## src/tedq_pkg.sv

```systemverilog
// ----------------------------------------------------------------------------
// tedq_pkg
// Shared types and constants of the tile element delay quantizer.
// ----------------------------------------------------------------------------
`default_nettype none
package tedq_pkg;

    localparam int TILE_ELEMENTS = 16;
    localparam int DELAY_STEPS   = 32;
    localparam int SEARCH_RADIUS = 2;

    localparam int TILE_W     = $clog2(TILE_ELEMENTS);
    localparam int STEP_W     = $clog2(DELAY_STEPS);
    localparam int SRCH_W     = $clog2(2 * SEARCH_RADIUS + 2);
    localparam int MEAN_SHIFT = $clog2(DELAY_STEPS);

    localparam int IDX_W   = 5;
    localparam int MM_W    = 13;
    localparam int PS_W    = 15;
    localparam int DIR_W   = 16;
    localparam int SUM_W   = 20;
    localparam int ELEM_W  = 4;
    localparam int CODE_W  = 8;
    localparam int CHOSEN_W = 5;

    localparam int S_TDATA_W = 80;
    localparam int M_TDATA_W = 24;

    localparam logic [1:0] REQ_TILE  = 2'd0;
    localparam logic [1:0] REQ_STEP  = 2'd1;
    localparam logic [1:0] REQ_POINT = 2'd2;

    localparam logic [17:0] PS_PER_MM_Q16 = 18'd218605;
    localparam logic [17:0] RECIP_500     = 18'd134218;
    localparam int          RECIP_SHIFT   = 26;
    localparam int          MAX_STEP      = 31;
    localparam logic [CODE_W-1:0] ENABLE_CODE = 8'd128;

    typedef enum logic [1:0] {
        CMD_TILE,
        CMD_STEP,
        CMD_POINT
    } cmd_kind_t;

    typedef struct packed {
        cmd_kind_t               kind;
        logic [IDX_W-1:0]        idx;
        logic signed [MM_W-1:0]  x;
        logic signed [MM_W-1:0]  y;
        logic [PS_W-1:0]         step;
        logic signed [DIR_W-1:0] l;
        logic signed [DIR_W-1:0] m;
    } cmd_t;

    typedef enum logic [3:0] {
        S_IDLE,
        S_SQ_L,
        S_SQ_M,
        S_TEST,
        S_SQRT,
        S_DIV_L,
        S_DIV_M,
        S_PROD,
        S_SUM,
        S_SCALE,
        S_ROUND,
        S_DELAY,
        S_ROUGH,
        S_SEARCH,
        S_EMIT
    } back_state_t;

endpackage
`default_nettype wire

```

## src/tedq_queue.sv

```systemverilog
// ----------------------------------------------------------------------------
// tedq_queue
// Two-entry request queue between intake and execution.
// ----------------------------------------------------------------------------
`default_nettype none
module tedq_queue (
    input  wire logic           clk,
    input  wire logic           rst_n,
    input  wire logic           push,
    input  wire tedq_pkg::cmd_t push_cmd,
    output logic                full,
    input  wire logic           pop,
    output logic                valid,
    output tedq_pkg::cmd_t      head
);

    tedq_pkg::cmd_t mem_reg [2];
    logic           wr_ptr_reg, wr_ptr_next;
    logic           rd_ptr_reg, rd_ptr_next;
    logic [1:0]     count_reg, count_next;
    logic           do_push, do_pop;

    assign full    = (count_reg == 2'd2);
    assign valid   = (count_reg != 2'd0);
    assign head    = mem_reg[rd_ptr_reg];
    assign do_push = push && !full;
    assign do_pop  = pop && valid;

    always_comb
    begin
        wr_ptr_next = do_push ? !wr_ptr_reg : wr_ptr_reg;
        rd_ptr_next = do_pop ? !rd_ptr_reg : rd_ptr_reg;
        count_next  = count_reg + 2'(do_push) - 2'(do_pop);
    end

    always_ff @(posedge clk or negedge rst_n)
    begin
        if (!rst_n)
        begin
            wr_ptr_reg <= 1'b0;
            rd_ptr_reg <= 1'b0;
            count_reg  <= 2'd0;
        end
        else
        begin
            wr_ptr_reg <= wr_ptr_next;
            rd_ptr_reg <= rd_ptr_next;
            count_reg  <= count_next;
        end
    end

    always_ff @(posedge clk)
    begin
        if (do_push)
        begin
            mem_reg[wr_ptr_reg] <= push_cmd;
        end
    end

endmodule
`default_nettype wire

```

## config.mk

```make
export PLATFORM = sky130hd
export DESIGN_NAME = tedq_queue
export DESIGN_NICKNAME = d
export VERILOG_FILES = /design/src/tedq_pkg.sv /design/src/tedq_queue.sv
export SDC_FILE = /design/constraint.sdc
export NUM_CORES = 1
export LEC_CHECK = 0
export BUFFER_PORTS_ARGS = -buffer_cell sky130_fd_sc_hd__buf_4
export CAP_MARGIN = 0
export CORE_MARGIN = 2
export CORE_UTILIZATION = 55
export CTS_CLUSTER_SIZE = 30
export DETAILED_ROUTE_END_ITERATION = 16
export GPL_TIMING_DRIVEN = 0
export PLACE_DENSITY = 0.83
export SYNTH_ARGS = -nofsm -noshare
export SYNTH_HDL_FRONTEND = slang
export SYNTH_SLANG_ARGS = --single-unit
```

## constraint.sdc

```tcl
create_clock -name clk -period 13.5 [get_ports clk]
set_input_delay 2.7 -clock clk [delete_from_list [all_inputs] [get_ports clk]]
set_output_delay 2.7 -clock clk [all_outputs]
set_load 0.02 [all_outputs]
```

### Word level (Yosys, flattened, before mapping)

Memory sizes are Yosys's and may differ from the RTL's.
Cells that the tools add are included.

* $add $sub $neg: 2
* multipliers: 0
* divide/modulo/power cells: 0
* order comparisons: 0
* equality and inequality tests: 1
* shift-type cells: 0
* mux-type cells: 2
* bitwise gates (word level): 0
* reductions and logical operators: 6

Operator list (number)
* 1-bit logical NOT: 3
* 2-bit by 1-bit adder with 2-bit output: 1
* 2-bit == test (second input constant): 1
* 1-bit logical AND: 2
* 1-bit two-way mux: 2
* 2-bit nonzero test: 1
* 2-bit by 1-bit subtractor with 2-bit output: 1

* register bits: 4
* latch bits: 0
* RAM bits: 160
* memory bits (read-only): 0
* output and inout port bits: 82
* logic and storage cells: 15
* memories kept: 1

Memories
* mem_reg: words 2, bits a word 80, rd ports 1, clocked after memory_dff 0, write ports 1, RTL line tedq_queue.sv:17 `tedq_pkg::cmd_t mem_reg [2];`

### Logic depth before layout (Yosys ltp)

* depth in word-level cells: 5
* depth in mapped cells: 7

### Worst setup path before layout

Ideal clock, no wire load.

* path type: input-to-reg
* from: input push
* to: memory mem_reg[0][0] (netlist name), enable pin
* library setup time: 519 ps
* arrival time: 6130 ps
* required time: 12981 ps
* slack: 6851 ps
* cell stages on the path: 2
* path buffers: 0
* path through: nand2_1 -> nor2_1

* longest elaborated chain between the ends: 3

RTL lines
* from (decl): RTL line tedq_queue.sv:9 `input wire logic push,`
* 1-bit logical AND: RTL line tedq_queue.sv:26 `assign do_push = push && !full;`
* 1-bit two-way mux: RTL line tedq_queue.sv:54 `if (do_push)`
* 1-bit two-way mux (implied by the code): RTL line tedq_queue.sv:56 `mem_reg[wr_ptr_reg] <= push_cmd;`
* to (decl): RTL line tedq_queue.sv:17

Every way passes these cells.

==> flow_summary_export.csv <==
group,metric,value,unit
run_status,outcome,"finished clean",
global_route,antenna_found_initial,0,
clocking,cts_tree,"built",
floorplanning,start_util,0.5608,
timing,slew_violations,0,
critical_path,setup.worst_path.start_class,"flip-flop",
detailed_routing,drt_pass1_iterations,4,
clocking,htree_levels,4,
detailed_routing,post_drt_via_cell_ratio,5.052,
job,maxCapViolCount,0,
timing,fin_skew,0.009824,ns
detailed_routing,wire_per_inst,17.46,um
clocking,cts-resized-gates,0,
placed_design,hpwl,7295,um
timing,hold_violations,0,
cells_and_area,syn_to_final_growth,32.38,%
logic_synthesis,ys_seq_area_frac,0.7692,
global_route,grt_usage,0.1757,
logic_synthesis,synth_area_per_cell,23.88,um^2
timing,worst_pin_slew,0.6387,ns
floorplanning,fp.dieArea,0.01247,mm^2
logic_synthesis,ys_seq_elements,164,
global_route,grt_pass1_vias,3264,
floorplanning,ios,166,
critical_path,cp.arrival,1.62,ns
floorplanning,die-width,111.7,um
timing,fin_crit_sh,0.3199,
clocking,cts_inserted_buffers,17,
timing,finalSetupViolations,0,
power,p_leak,3.420,nW
logic_synthesis,yosysWarnings,0,
logic_synthesis,ys_types,16,
cells_and_area,drive_gt1_frac,0.6188,
critical_path,setup.worst_path.class,"reg -> out",
floorplanning,core_area,0.01137,mm^2
logic_synthesis,syn_nets,353,
floorplanning,die_height,111.7,um
logic_synthesis,netlist_instances,267,
detailed_routing,num_vias,3082,
global_route,gr-total-overflow,0,
detailed_routing,dr.first_iter.drc_count,189,
detailed_routing,drcViolationCount,0,
clocking,post_cts_buffers,0,
timing,slew_headroom,0.5732,
power,power,1.954,mW
critical_path,cp-end-kind,"output pin",
global_route,grt_max_degree,54,
critical_path,crit_required,10.80,ns
placed_design,gp_congestion,0.7000,
cells_and_area,fin_util,0.7424,
timing,fmax,231.5,MHz
power,p_per_area,231.5,mW/mm^2
critical_path,path_max_fanout,10,
placed_design,port_buffers,165,
floorplanning,rows,39,
detailed_routing,totalWireLength,10650,um
clocking,clkLatencyLatePin,0.40,ns
logic_synthesis,netlist_area,0.006376,mm^2
timing,period_minus_slack,4.319,ns
timing,rsz0062_at_grt,"no",
clocking,ctsRootBufferMaster,"clkbuf_16",
cells_and_area,n_antenna_cell,0,
detailed_routing,drtAntennaViolNets,0,
global_route,grt_pass1_wl,16620,um
cells_and_area,final_nets,540,
hold_path,hold_class,"reg -> reg",
power,ir_drop,0.1500,mV
clocking,cts.sinks,164,
cells_and_area,largest_reg_flops,160,
clocking,hold_buffers,0,
timing,tns,0,ns
clocking,clockBufferDepth,2,
clocking,clk_pin_slew_worst_paths,0.06,ns
## critical path: stages, from the launching register on
cell	delay, ns
dfrtp_1	0.34
buf_6	0.22
buf_12	0.18
mux2_4	0.31
buf_4	0.16
## layer usage
layer	part of all wire	track usage	up-vias
met4	0.021	0.08560	0
met1	0.39	0.2066	1512
li1	-	-	1431
met5	0	0	-
met2	0.52	0.2897	123
met3	0.066	0.06206	16
## stage by stage
step / area, um^2 / setup slack, ns / cells / hold slack [ns]
final: 8441 / 9.181 / 610 / 0.5314
after global routing: 8441 / 9.116 / 610 / 0.5644
after CTS: 8441 / 9.143 / 610 / 0.5316
after detailed placement: 7874 / 9.406 / 578 / 0.5151
after global placement: 7794 / 4.908 / 575 / 0.4773
after floorplan: 6376 / 6.851 / 267 / 0.4608
## cell usage after synthesis (all sizes together)
cell	count	area (um^2)
and3	1	6.260
or2	1	6.260
xnor2	3	26.28
nand2b	1	6.260
nor2	1	3.750
xor2	1	8.760
nand2	1	3.750
edfxtp	160	4805
inv	2	7.510
ha	2	25.02
mux2	80	1197
and2	1	8.760
buf	9	171.4
dfrtp	4	100.1
## cell usage in the layout (no fill, tap or decap)
| cell type | netlist | routed |
|---|---|---|
| buf_16 | 0 | 1 |
| xor2_1 | 1 | 1 |
| bufinv_16 | 0 | 2 |
| inv_1 | 2 | 2 |
| clkinv_2 | 0 | 4 |
| clkbuf_1 | 0 | 1 |
| buf_12 | 8 | 10 |
| or2_1 | 1 | 1 |
| buf_4 | 0 | 165 |
| nor2_4 | 0 | 1 |
| inv_6 | 0 | 1 |
| and3_4 | 0 | 1 |
| mux2_4 | 79 | 79 |
| clkinv_4 | 0 | 3 |
| clkbuf_16 | 0 | 17 |
| clkinvlp_4 | 0 | 2 |
| nand2b_1 | 1 | 1 |
| dfrtp_1 | 4 | 4 |
| xnor2_1 | 3 | 3 |
| buf_6 | 1 | 1 |
| clkinv_1 | 0 | 2 |
| edfxtp_1 | 160 | 160 |
| and2_4 | 1 | 1 |
| mux2_2 | 1 | 1 |
| nand2_1 | 1 | 1 |
| ha_1 | 2 | 2 |
## logic make-up (layout without fill, tap and decap cells)
| family | after synthesis | after routing | share of synthesized area |
|---|---|---|---|
| muxes | 80 | 80 | 0.1878 |
| DFF | 164 | 164 | 0.7692 |
| and+or+nand+nor | 6 | 6 | 0.005496 |
| buffers and inverters | 11 | 211 | 0.02806 |
| adders and majority gates | 2 | 2 | 0.003924 |
| xor gates and xnor gates | 4 | 4 | 0.005496 |
## power by group
group | total (mW) | leakage (nW) | switching, mW | internal (mW)
registers | 0.726 | 1.53 | 0.0303 | 0.696
clock network | 0.451 | 0.275 | 0.180 | 0.271
logic | 0.777 | 1.61 | 0.377 | 0.399
## path summary, 6_finish.rpt
path                               from             end  slack, ns  cells after the start
max                          rd_ptr_reg        head[14]       9.18                      4
min                        count_reg[0]    count_reg[0]       0.53                      1
max reg2reg                count_reg[1]  mem_reg[0][32]      11.69                      4
min reg2reg                count_reg[0]    count_reg[0]       0.53                      1
max in group asynchronous         rst_n      wr_ptr_reg      11.31                      1
min in group asynchronous         rst_n    count_reg[0]       2.08                      1
## layout make-up
type / count / area [um^2]
Clock inverter: 14 / 137.6
Timing Repair Buffer: 168 / 1306
Fill cell: 676 / 2929
Clock buffer: 18 / 429.2
Tap cell: 143 / 178.9
Multi-Input combinational cell: 92 / 1305
Inverter: 2 / 7.507
Sequential cell: 164 / 4905
Buffer: 9 / 171.4
No activity file was read; power rests on OpenSTA's default activity.
